==> config.mk <==
export PLATFORM = sky130hd
export DESIGN_NAME = fixed_priority_task_scheduler_core
export DESIGN_NICKNAME = d
export VERILOG_FILES = /design/src/rtl/fpts_pkg.sv /design/src/rtl/fixed_priority_task_scheduler_core.sv /design/src/rtl/fpts_prio_mem.sv /design/src/rtl/fpts_best_cmp.sv
export SDC_FILE = /design/constraint.sdc
export NUM_CORES = 1
export LEC_CHECK = 0
export BUFFER_PORTS_ARGS = -buffer_cell sky130_fd_sc_hd__buf_2
export CELL_PAD_IN_SITES_DETAIL_PLACEMENT = 0
export CELL_PAD_IN_SITES_GLOBAL_PLACEMENT = 1
export CORE_ASPECT_RATIO = 1.4
export CORE_MARGIN = 2
export CORE_UTILIZATION = 40
export DETAILED_ROUTE_END_ITERATION = 16
export PLACE_DENSITY_LB_ADDON = 0.15
export SYNTH_ARGS = -nofsm -noshare
export SYNTH_HDL_FRONTEND = slang
export SYNTH_SLANG_ARGS = --single-unit
export TNS_END_PERCENT = 10
==> constraint.sdc <==
create_clock -name clock -period 3.1 [get_ports clock]
set_input_delay 0.465 -clock clock [delete_from_list [all_inputs] [get_ports clock]]
set_output_delay 0.465 -clock clock [all_outputs]
set_load 0.005 [all_outputs]
==> src/rtl/fpts_pkg.sv <==
// shared constants, codes and types of the fixed-priority task scheduler
`default_nettype none
package fpts_pkg;

   // default sizing
   localparam int DEF_NUM_TASKS     = 8;
   localparam int DEF_PRIORITY_BITS = 8;

   // fixed widths of the transaction fields
   localparam int ACTION_W  = 2;
   localparam int INDEX_W   = 3;
   localparam int IN_PRIO_W = 8;
   localparam int STATUS_W  = 3;
   localparam int RESULT_W  = 3;

   // action codes
   localparam logic [ACTION_W-1:0] ACT_REGISTER  = 2'd0;
   localparam logic [ACTION_W-1:0] ACT_ACTIVATE  = 2'd1;
   localparam logic [ACTION_W-1:0] ACT_DISPATCH  = 2'd2;
   localparam logic [ACTION_W-1:0] ACT_TERMINATE = 2'd3;

   // status codes
   localparam logic [STATUS_W-1:0] STAT_OK       = 3'd0;
   localparam logic [STATUS_W-1:0] STAT_FULL     = 3'd1;
   localparam logic [STATUS_W-1:0] STAT_BAD_SLOT = 3'd2;
   localparam logic [STATUS_W-1:0] STAT_NOT_SUSP = 3'd3;
   localparam logic [STATUS_W-1:0] STAT_BUSY     = 3'd4;
   localparam logic [STATUS_W-1:0] STAT_IDLE     = 3'd5;

   // control of the shared priority compare unit
   typedef struct packed {
      logic start;       // clear the running best
      logic step;        // one candidate is presented
      logic cand_ready;  // the candidate slot is ready
   } cmp_ctrl_type;

endpackage
`default_nettype wire

==> src/rtl/fixed_priority_task_scheduler_core.sv <==
// top level: task table, command sequencer and response register
// response: register, activate, terminate and a refused dispatch answer in the cycle after acceptance
// dispatch: the scan reads the registered slots in order, one slot a cycle, then answers after the last compare
// throughput: one transaction at a time; req_ready returns once the response is taken
// reset: synchronous active high; clears slot count, ready bits, running task, response valid
//   and sets the scheduler enable; the priority memory is not cleared
`default_nettype none
module fixed_priority_task_scheduler_core #(
   parameter int NUM_TASKS     = fpts_pkg::DEF_NUM_TASKS,
   parameter int PRIORITY_BITS = fpts_pkg::DEF_PRIORITY_BITS
) (
   input  wire logic                            clock,
   input  wire logic                            reset,
   // command channel
   input  wire logic                            req_valid,
   output logic                                 req_ready,
   input  wire logic [fpts_pkg::ACTION_W-1:0]   req_action,
   input  wire logic [fpts_pkg::INDEX_W-1:0]    req_task_index,
   input  wire logic [fpts_pkg::IN_PRIO_W-1:0]  req_task_priority,
   // response channel
   output logic                                 rsp_valid,
   input  wire logic                            rsp_ready,
   output logic      [fpts_pkg::STATUS_W-1:0]   rsp_status,
   output logic      [fpts_pkg::RESULT_W-1:0]   rsp_result_task,
   // scheduler enable register
   input  wire logic                            csr_wr_en,
   input  wire logic                            csr_wr_data
);

   localparam int SLOT_W = $clog2(NUM_TASKS);
   localparam int CNT_W  = $clog2(NUM_TASKS + 1);
   localparam int CMP_W  = (CNT_W > fpts_pkg::INDEX_W) ? CNT_W : fpts_pkg::INDEX_W;

   // sequencer states
   localparam logic ST_IDLE = 1'b0;
   localparam logic ST_SCAN = 1'b1;

   logic state_ff, state_in;

   // task table control state
   logic                 enabled_ff;
   logic [CNT_W-1:0]     used_ff, used_in;
   logic [NUM_TASKS-1:0] ready_ff, ready_in;     // one bit per slot, set means ready
   logic                 run_valid_ff, run_valid_in;
   logic [SLOT_W-1:0]    run_slot_ff, run_slot_in;

   // scan pipeline
   logic [CNT_W-1:0]  addr_ff, addr_in;          // next slot to read
   logic              pend_ff, pend_in;          // read data arrives this cycle
   logic [SLOT_W-1:0] rd_idx_ff, rd_idx_in;      // slot of the arriving read data

   // response register
   logic                            rsp_valid_ff, rsp_valid_in;
   logic [fpts_pkg::STATUS_W-1:0]   rsp_status_ff, rsp_status_in;
   logic [fpts_pkg::RESULT_W-1:0]   rsp_task_ff, rsp_task_in;

   // memory and compare unit hookup
   logic                     mem_we;
   logic [SLOT_W-1:0]        mem_waddr;
   logic [PRIORITY_BITS-1:0] mem_wdata;
   logic [PRIORITY_BITS-1:0] mem_rdata;
   fpts_pkg::cmp_ctrl_type   cmp_ctrl;
   logic                     cmp_found;
   logic [SLOT_W-1:0]        cmp_best;

   logic accept;
   logic issue;

   // resized views of the request fields
   logic [PRIORITY_BITS+fpts_pkg::IN_PRIO_W-1:0] prio_wide;
   logic [SLOT_W+fpts_pkg::INDEX_W-1:0]          idx_wide;
   logic [SLOT_W-1:0]                            act_slot;
   logic [CMP_W-1:0]                             idx_cmp;
   logic [CMP_W-1:0]                             used_cmp;
   logic [SLOT_W+fpts_pkg::RESULT_W-1:0]         used_task_wide;
   logic [SLOT_W+fpts_pkg::RESULT_W-1:0]         best_task_wide;

   assign prio_wide      = {PRIORITY_BITS'(0), req_task_priority};
   assign idx_wide       = {SLOT_W'(0), req_task_index};
   assign act_slot       = idx_wide[SLOT_W-1:0];
   assign idx_cmp        = CMP_W'(req_task_index);
   assign used_cmp       = CMP_W'(used_ff);
   assign used_task_wide = {fpts_pkg::RESULT_W'(0), used_ff[SLOT_W-1:0]};
   assign best_task_wide = {fpts_pkg::RESULT_W'(0), cmp_best};

   // one transaction in flight; a new command waits for the response to drain
   assign req_ready = (state_ff == ST_IDLE) && !rsp_valid_ff;
   assign accept    = req_valid && req_ready;

   // a new slot is written at the current fill count
   assign mem_waddr = used_ff[SLOT_W-1:0];
   assign mem_wdata = prio_wide[PRIORITY_BITS-1:0];

   // scan keeps reading while registered slots remain
   assign issue = (state_ff == ST_SCAN) && (addr_ff < used_ff);

   fpts_prio_mem #(
      .DEPTH  (NUM_TASKS),
      .WIDTH  (PRIORITY_BITS),
      .ADDR_W (SLOT_W)
   ) u_prio_mem (
      .clock   (clock),
      .wr_en   (mem_we),
      .wr_addr (mem_waddr),
      .wr_data (mem_wdata),
      .rd_addr (addr_ff[SLOT_W-1:0]),
      .rd_data (mem_rdata)
   );

   fpts_best_cmp #(
      .IDX_W  (SLOT_W),
      .PRIO_W (PRIORITY_BITS)
   ) u_best_cmp (
      .clock     (clock),
      .ctrl      (cmp_ctrl),
      .cand_prio (mem_rdata),
      .cand_idx  (rd_idx_ff),
      .found     (cmp_found),
      .best_idx  (cmp_best)
   );

   always_comb begin
      state_in      = state_ff;
      used_in       = used_ff;
      ready_in      = ready_ff;
      run_valid_in  = run_valid_ff;
      run_slot_in   = run_slot_ff;
      addr_in       = addr_ff;
      pend_in       = 1'b0;
      rd_idx_in     = addr_ff[SLOT_W-1:0];
      rsp_valid_in  = rsp_valid_ff && !rsp_ready;
      rsp_status_in = rsp_status_ff;
      rsp_task_in   = rsp_task_ff;
      mem_we        = 1'b0;
      cmp_ctrl.start      = 1'b0;
      cmp_ctrl.step       = pend_ff;
      cmp_ctrl.cand_ready = ready_ff[rd_idx_ff];

      unique case (state_ff)
         ST_IDLE: begin
            if (accept) begin
               // register, activate, terminate and a refused dispatch answer right away; only dispatch scans
               rsp_valid_in  = 1'b1;
               rsp_status_in = fpts_pkg::STAT_OK;
               rsp_task_in   = '0;
               unique case (req_action)
                  fpts_pkg::ACT_REGISTER: begin
                     if (used_ff == CNT_W'(NUM_TASKS)) begin
                        rsp_status_in = fpts_pkg::STAT_FULL;
                     end else begin
                        // a fresh slot is never ready nor running, so it starts suspended
                        mem_we      = 1'b1;
                        used_in     = used_ff + CNT_W'(1);
                        rsp_task_in = used_task_wide[fpts_pkg::RESULT_W-1:0];
                     end
                  end
                  fpts_pkg::ACT_ACTIVATE: begin
                     if (idx_cmp >= used_cmp) begin
                        rsp_status_in = fpts_pkg::STAT_BAD_SLOT;
                     end else if (ready_ff[act_slot] ||
                                  (run_valid_ff && (run_slot_ff == act_slot))) begin
                        rsp_status_in = fpts_pkg::STAT_NOT_SUSP;
                     end else begin
                        ready_in[act_slot] = 1'b1;
                     end
                  end
                  fpts_pkg::ACT_DISPATCH: begin
                     if (!enabled_ff) begin
                        rsp_status_in = fpts_pkg::STAT_IDLE;
                     end else if (run_valid_ff) begin
                        rsp_status_in = fpts_pkg::STAT_BUSY;
                     end else begin
                        // hold the response until the scan finishes
                        rsp_valid_in   = 1'b0;
                        state_in       = ST_SCAN;
                        addr_in        = '0;
                        cmp_ctrl.start = 1'b1;
                     end
                  end
                  fpts_pkg::ACT_TERMINATE: begin
                     // the running slot drops back to suspended; no-op if none runs
                     run_valid_in = 1'b0;
                  end
                  default: begin
                     rsp_status_in = fpts_pkg::STAT_OK;
                  end
               endcase
            end
         end
         ST_SCAN: begin
            // one slot read per cycle, compared in the next cycle
            if (issue) begin
               addr_in = addr_ff + CNT_W'(1);
               pend_in = 1'b1;
            end
            if (!issue && !pend_ff) begin
               // last candidate already folded into the compare unit
               state_in     = ST_IDLE;
               rsp_valid_in = 1'b1;
               if (cmp_found) begin
                  rsp_status_in      = fpts_pkg::STAT_OK;
                  rsp_task_in        = best_task_wide[fpts_pkg::RESULT_W-1:0];
                  run_valid_in       = 1'b1;
                  run_slot_in        = cmp_best;
                  ready_in[cmp_best] = 1'b0;
               end else begin
                  rsp_status_in = fpts_pkg::STAT_IDLE;
                  rsp_task_in   = '0;
               end
            end
         end
         default: begin
            state_in = ST_IDLE;
         end
      endcase
   end

   // control state
   always_ff @(posedge clock) begin
      if (reset) begin
         state_ff     <= ST_IDLE;
         enabled_ff   <= 1'b1;
         used_ff      <= '0;
         ready_ff     <= '0;
         run_valid_ff <= 1'b0;
         run_slot_ff  <= '0;
         pend_ff      <= 1'b0;
         rsp_valid_ff <= 1'b0;
      end else begin
         state_ff     <= state_in;
         used_ff      <= used_in;
         ready_ff     <= ready_in;
         run_valid_ff <= run_valid_in;
         run_slot_ff  <= run_slot_in;
         pend_ff      <= pend_in;
         rsp_valid_ff <= rsp_valid_in;
         if (csr_wr_en) begin
            enabled_ff <= csr_wr_data;
         end
      end
   end

   // payload registers
   always_ff @(posedge clock) begin
      addr_ff       <= addr_in;
      rd_idx_ff     <= rd_idx_in;
      rsp_status_ff <= rsp_status_in;
      rsp_task_ff   <= rsp_task_in;
   end

   assign rsp_valid       = rsp_valid_ff;
   assign rsp_status      = rsp_status_ff;
   assign rsp_result_task = rsp_task_ff;

endmodule
`default_nettype wire

==> src/rtl/fpts_prio_mem.sv <==
// priority table memory, one write port and one registered read port
`default_nettype none
module fpts_prio_mem #(
   parameter int DEPTH  = fpts_pkg::DEF_NUM_TASKS,
   parameter int WIDTH  = fpts_pkg::DEF_PRIORITY_BITS,
   parameter int ADDR_W = $clog2(fpts_pkg::DEF_NUM_TASKS)
) (
   input  wire logic              clock,
   input  wire logic              wr_en,
   input  wire logic [ADDR_W-1:0] wr_addr,
   input  wire logic [WIDTH-1:0]  wr_data,
   input  wire logic [ADDR_W-1:0] rd_addr,
   output logic      [WIDTH-1:0]  rd_data
);

   logic [WIDTH-1:0] mem [DEPTH];
   logic [WIDTH-1:0] rd_data_ff;

   always_ff @(posedge clock) begin
      if (wr_en) begin
         mem[wr_addr] <= wr_data;
      end
   end

   always_ff @(posedge clock) begin
      rd_data_ff <= mem[rd_addr];
   end

   assign rd_data = rd_data_ff;

endmodule
`default_nettype wire

==> src/rtl/fpts_best_cmp.sv <==
// shared compare unit that keeps the best ready slot seen during a scan
`default_nettype none
module fpts_best_cmp #(
   parameter int IDX_W  = $clog2(fpts_pkg::DEF_NUM_TASKS),
   parameter int PRIO_W = fpts_pkg::DEF_PRIORITY_BITS
) (
   input  wire logic                  clock,
   input  wire fpts_pkg::cmp_ctrl_type ctrl,
   input  wire logic [PRIO_W-1:0]     cand_prio,
   input  wire logic [IDX_W-1:0]      cand_idx,
   output logic                       found,
   output logic [IDX_W-1:0]           best_idx
);

   logic              found_ff, found_in;
   logic [IDX_W-1:0]  best_idx_ff, best_idx_in;
   logic [PRIO_W-1:0] top_prio_ff, top_prio_in;

   // strict greater keeps the lowest slot on a tie
   always_comb begin
      found_in    = found_ff;
      best_idx_in = best_idx_ff;
      top_prio_in = top_prio_ff;
      priority if (ctrl.start) begin
         found_in = 1'b0;
      end else if (ctrl.step && ctrl.cand_ready &&
                   (!found_ff || (cand_prio > top_prio_ff))) begin
         found_in    = 1'b1;
         best_idx_in = cand_idx;
         top_prio_in = cand_prio;
      end
   end

   always_ff @(posedge clock) begin
      found_ff    <= found_in;
      best_idx_ff <= best_idx_in;
      top_prio_ff <= top_prio_in;
   end

   assign found    = found_ff;
   assign best_idx = best_idx_ff;

endmodule
`default_nettype wire

Word level (Yosys, flattened, before mapping) --
Memory sizes are Yosys's and may differ from the RTL's. A register that Yosys moved wholly into a read port is not among the register bits. Cells that the tools add are included.
Operators by class: shift-type cells 0, div/mod/pow operators 0, equal/unequal tests 16, multipliers 0, multiplexer cells 62, reductions and logical operators 26, order comparisons 8, add/subtract/negate cells 2, bitwise gates (word level) 6
Operator list (number):
- 2-to-1 mux 8 bit | 6
- 2-to-1 mux 3 bit | 10
- 2-to-1 mux 1 bit | 27
- 2-to-1 mux 4 bit | 5
- one-hot mux 8 bit (2 select lines) | 1
- less-than comparator 3 x 4 -> 1 bit, second input constant | 3
- inequality test 2 x 1 -> 1 bit, second input constant | 6
- one-hot mux 3 bit (2 select lines) | 2
- logical AND 1 bit | 10
- inequality test 2 bit, second input constant | 5
- one-hot mux 3 bit (3 select lines) | 1
- adder 4 x 1 -> 4 bit, second input constant | 2
- AND 8 bit | 1
- greater-than comparator 8 bit | 1
- NOT 8 bit | 1
- OR 8 bit | 1
- one-hot mux 4 bit (2 select lines) | 1
- AND reduction 4 bit | 2
- binary-select mux 1 bit (select 3 bit) | 2
- demux 1 bit (select 3 bit) | 2
- greater-or-equal comparator 3 x 1 -> 1 bit, second input constant | 2
- one-hot mux 1 bit (2 select lines) | 3
- AND reduction 6 bit | 1
- logical NOT 1 bit | 5
- other kinds (14) | 20
Word-level totals: bits in latches 0, input bits 19, logic and storage cells 136, output and inout bits 8, RAM bits 64, memories 1, bits in read-only memories 0, register bits after elaboration 45
Memory list:
- u_prio_mem.mem | depth 8, width 8, read ports 1, clocked after memory_dff 1, wr ports 1, line fpts_prio_mem.sv:16 | logic [WIDTH-1:0] mem [DEPTH];

Logic depth before layout (Yosys ltp) --
depth in word-level cells 10, mapped depth 9, depth with buffers taken out 8

Cells and area by module --
Synthesis repeated with hierarchy kept, for this count alone.
Second synthesis, totals: cell total of the unflattened synthesis 355, area total of the unflattened synthesis 5152.4 µm²
By module, submodules not included:
- fpts_prio_mem | instances 1, cells each 114, area an instance 2691.3 µm², seq. area each 2082.0 µm²
- fixed_priority_task_scheduler_core | instances 1, cells each 195, area an instance 1873.0 µm², seq. area each 760.7 µm²
- fpts_best_cmp | instances 1, cells each 46, area an instance 588.1 µm², seq. area each 350.3 µm²

Least setup slack after synthesis --
No wires, ideal clock.
kind register to register, start point reg used_ff[1], in the netlist used_cmp[1], end point mem u_prio_mem.mem[0][0] (netlist bit) (enable), slack 0.653 ns, library setup time 0.383 ns, stages on the path, launching flop included 7, required time 2.717 ns, arrival time 2.064 ns, period minus slack after synthesis 2.447 ns, path buffers 0, path through dfxtp_1 -> inv_1 -> ha_1 -> and3b_1 -> nor4_2 -> nand2_1 -> nor3_1
On the way: longest elaborated chain between the ends 7
RTL lines:
- start, declared | line fixed_priority_task_scheduler_core.sv:42 | logic [CNT_W-1:0] used_ff, used_in;
- start signal, assigned | line fixed_priority_task_scheduler_core.sv:231 | used_ff <= used_in;
- == test 4 bit | line fixed_priority_task_scheduler_core.sv:148 | if (used_ff == CNT_W'(NUM_TASKS)) begin
- 2-to-1 mux 1 bit | line fixed_priority_task_scheduler_core.sv:148
- 2-to-1 mux 1 bit | line fixed_priority_task_scheduler_core.sv:146 | unique case (req_action)
- 2-to-1 mux 1 bit | line fixed_priority_task_scheduler_core.sv:141 | if (accept) begin
- 2-to-1 mux 1 bit | line fixed_priority_task_scheduler_core.sv:139 | unique case (state_ff)
- 2-to-1 mux 1 bit | line fpts_prio_mem.sv:20 | if (wr_en) begin
- 2-to-1 mux 1 bit (not written as such) | line fpts_prio_mem.sv:21 | mem[wr_addr] <= wr_data;
- end, declared | line fpts_prio_mem.sv:16
Several ways; a longest one is shown, not always the timed one.

Worst setup path in the final report --
start point reg used_ff[1], in the netlist used_cmp[1], end point mem u_prio_mem.mem[0][5] (netlist bit) (enable)
The elaborated chain is that of the path after synthesis.

==> metrics <==
run status=finished, final reports clean; total grt overflow=0; WS Path Type=register to register; # nets final=428; minimum clock period after layout=approximately 2500 ps; Leak=~2.2 nW; Final Cycle Share=80.7%; overall via count from detail_route=2912; post-route ant nets=0; CTS max path bufs=2; WP data required=around 3200 ps; Layout area overhead=19.9%; syn_area_per_cell=between 10 and 15 sq um; Worst-path clk slew=approximately 60 ps; Synth async-reset ratio=0%; Synth Instances=345; Total Neg Setup Slack=0 ps; post-detail-place hpwl=between 7000 and 8000 um; die area=13400 sq um; crit path launch type=register; FMAX=approximately 400 MHz; DRC viols=0; VDD IR-drop max=~570 uV; Critical Path Fanout Max=8; main flop type after synthesis=edfxtp_1; Synth Net Count=381; hold_buf cts=0; worst slew pin tran=slightly above 700 ps; Multi-input gate area=~1700 sq um; GRT Total Usage=16.9%; synthesized area=approximately 5000 sq um; post-synth top area cell=edfxtp_1; CTS tree=yes; commonest non-fill, non-tap cell in the layout=edfxtp_1; Synth cell types=57; CP arrival=roughly 2600 ps; Num CTS Buffers=17; final setup skew=around 7.4 ps; routed len/inst=about 19 um; Hold Fails Final Rpt=0; GP Congestion=just over 0.8; sequential share of the synthesized area=63.9%; Skew-Pair Late Insertion Delay=400 ps; core box area=between 10000 and 15000 sq um; # port buffers=26; RSZ-0062 raised after global routing=no; Min-Delay Path Class=input pin to register; first-pass GRT wire length=between 15000 and 20000 um; total power=~3.9 mW; Max Cap Viol=0; io pins=27; initial drt markers=approximately 110; largest net degree at the start of global routing=21; Cell Rows=between 40 and 50; postcts setup bufs=0; CTS Sinks=between 100 and 150; vias per cell=~5.2; die width=slightly below 100 um; Synth top area share=between 50% and 60%; Root Driver=clkbuf_16; Starting Density=40.8%; Slew headroom=around 52%; vias in the first global route=3171; critical path capture point type=register; post_cts resized=0; routed wire length=roughly 10000 um; initial antenna violation count=0; Die Ht=136 um; # diodes=0; Area contributors post-synth=edfxtp_1, dfxtp_1, mux4_2; Post-synth EDFFs=85; fill count=1113; Final Max Slew Viols=0; htree depth=4; pwr dens=about 660 nW/um^2; layout cells sized above 1=about a quarter; register area=roughly 3200 sq um; register bit total from synthesis=around 120; endpoints failing setup=0; Synth warnings=0; 1st-pass router iterations=4; commonest cells after routing, fill and taps aside=edfxtp_1, dfxtp_1, nand2_1, buf_2, inv_1
## synth_stat cells, types with 5 or more instances
master,count
edfxtp_1,85
dfxtp_1,32
nand2_1,26
inv_1,22
nor2_1,20
ha_1,17
mux4_2,13
a21oi_1,10
mux2_2,9
nor2b_1,8
clkbuf_1,7
nand2b_1,7
o21ai_0,7
mux2i_1,6
xnor2_1,6
mux4_1,5
nor3_1,5
## routing by layer
layer,GRT usage [%],wire length [um]
met1,18.4,4180
met2,31.3,5790
met3,5.14,314
met4,4.95,114
met5,0,0
## logic make-up (layout without fill, tap and decap cells)
group / Yosys count / in the layout / share of synthesized area, %
flops: 117 / 117 / 63.9
simple gates: 86 / 86 / 8.93
compound gates: 50 / 50 / 7.03
mux: 34 / 34 / 11.9
buf+inv: 34 / 94 / 2.75
fa+ha+maj: 17 / 17 / 4.25
xor+xnor: 7 / 7 / 1.23
## stage by stage
stage | instance area [sq um] | hold WS, ps | instances | worst slack [ps] | util (%)
2_1_floorplan | 5000 | 375 | 345 | 653 | -
3_3_place_gp | 5370 | 423 | 523 | 531 | 43.8
3_5_place_dp | 5370 | 431 | 523 | 580 | 43.8
4_1_cts | 6000 | 263 | 555 | 565 | 48.9
5_1_grt | 6000 | 271 | 555 | 360 | 48.9
6_report | 6000 | 272 | 555 | 600 | 48.9
## flip-flops by register name, summed over array words and instances, names as in the netlist
name                    flops
u_best_cmp.top_prio_ff      8
u_prio_mem.rd_data          8
run_slot_ff                 3
state_ff                    1
rsp_status                  3
rsp_valid                   1
enabled_ff                  1
run_valid_ff                1
rsp_result_task             3
used_cmp                    4
rd_idx_ff                   3
ready_ff                    8
u_best_cmp.found            1
addr_ff                     4
u_best_cmp.best_idx         3
u_prio_mem.mem             64
pend_ff                     1
## cell type report
| cell class | count | area share, % |
|---|---|---|
| Clock buffer | 18 | 7.16 |
| Clock inverter | 14 | 3.32 |
| Inverter | 22 | 1.38 |
| Multi-Input combinational cell | 194 | 27.8 |
| Sequential cell | 117 | 53.3 |
| Tap cell | 150 | 3.13 |
| Timing Repair Buffer | 40 | 3.92 |
## worst paths after layout
check,depth (start not counted),slack [ps],endpoint,from
worst max-delay path,7,600,u_prio_mem.mem[0][5],used_cmp[1]
worst min-delay path,3,270,enabled_ff,csr_wr_data
worst max register to register,7,600,u_prio_mem.mem[0][5],used_cmp[1]
worst min register to register,0,440,u_best_cmp.top_prio_ff[5],u_prio_mem.rd_data[5]
## report_power, final
part           switching (mW)  total, mW  leakage, nW  internal [mW]
registers              0.0138       1.71         1.04           1.70
logic                  0.0832      0.144        0.850         0.0608
clock network           0.723       2.08        0.294           1.35
total                   0.820       3.93         2.18           3.11
## worst max-delay path: stages, from the launching register on
cell and delay, ps:
dfxtp_1 470, inv_1 170, ha_1 200, and3b_1 210, nor4_2 480, nand2_1 230, nor3_1 190, buf_4 230
No activity file was read; power rests on OpenSTA's default activity.
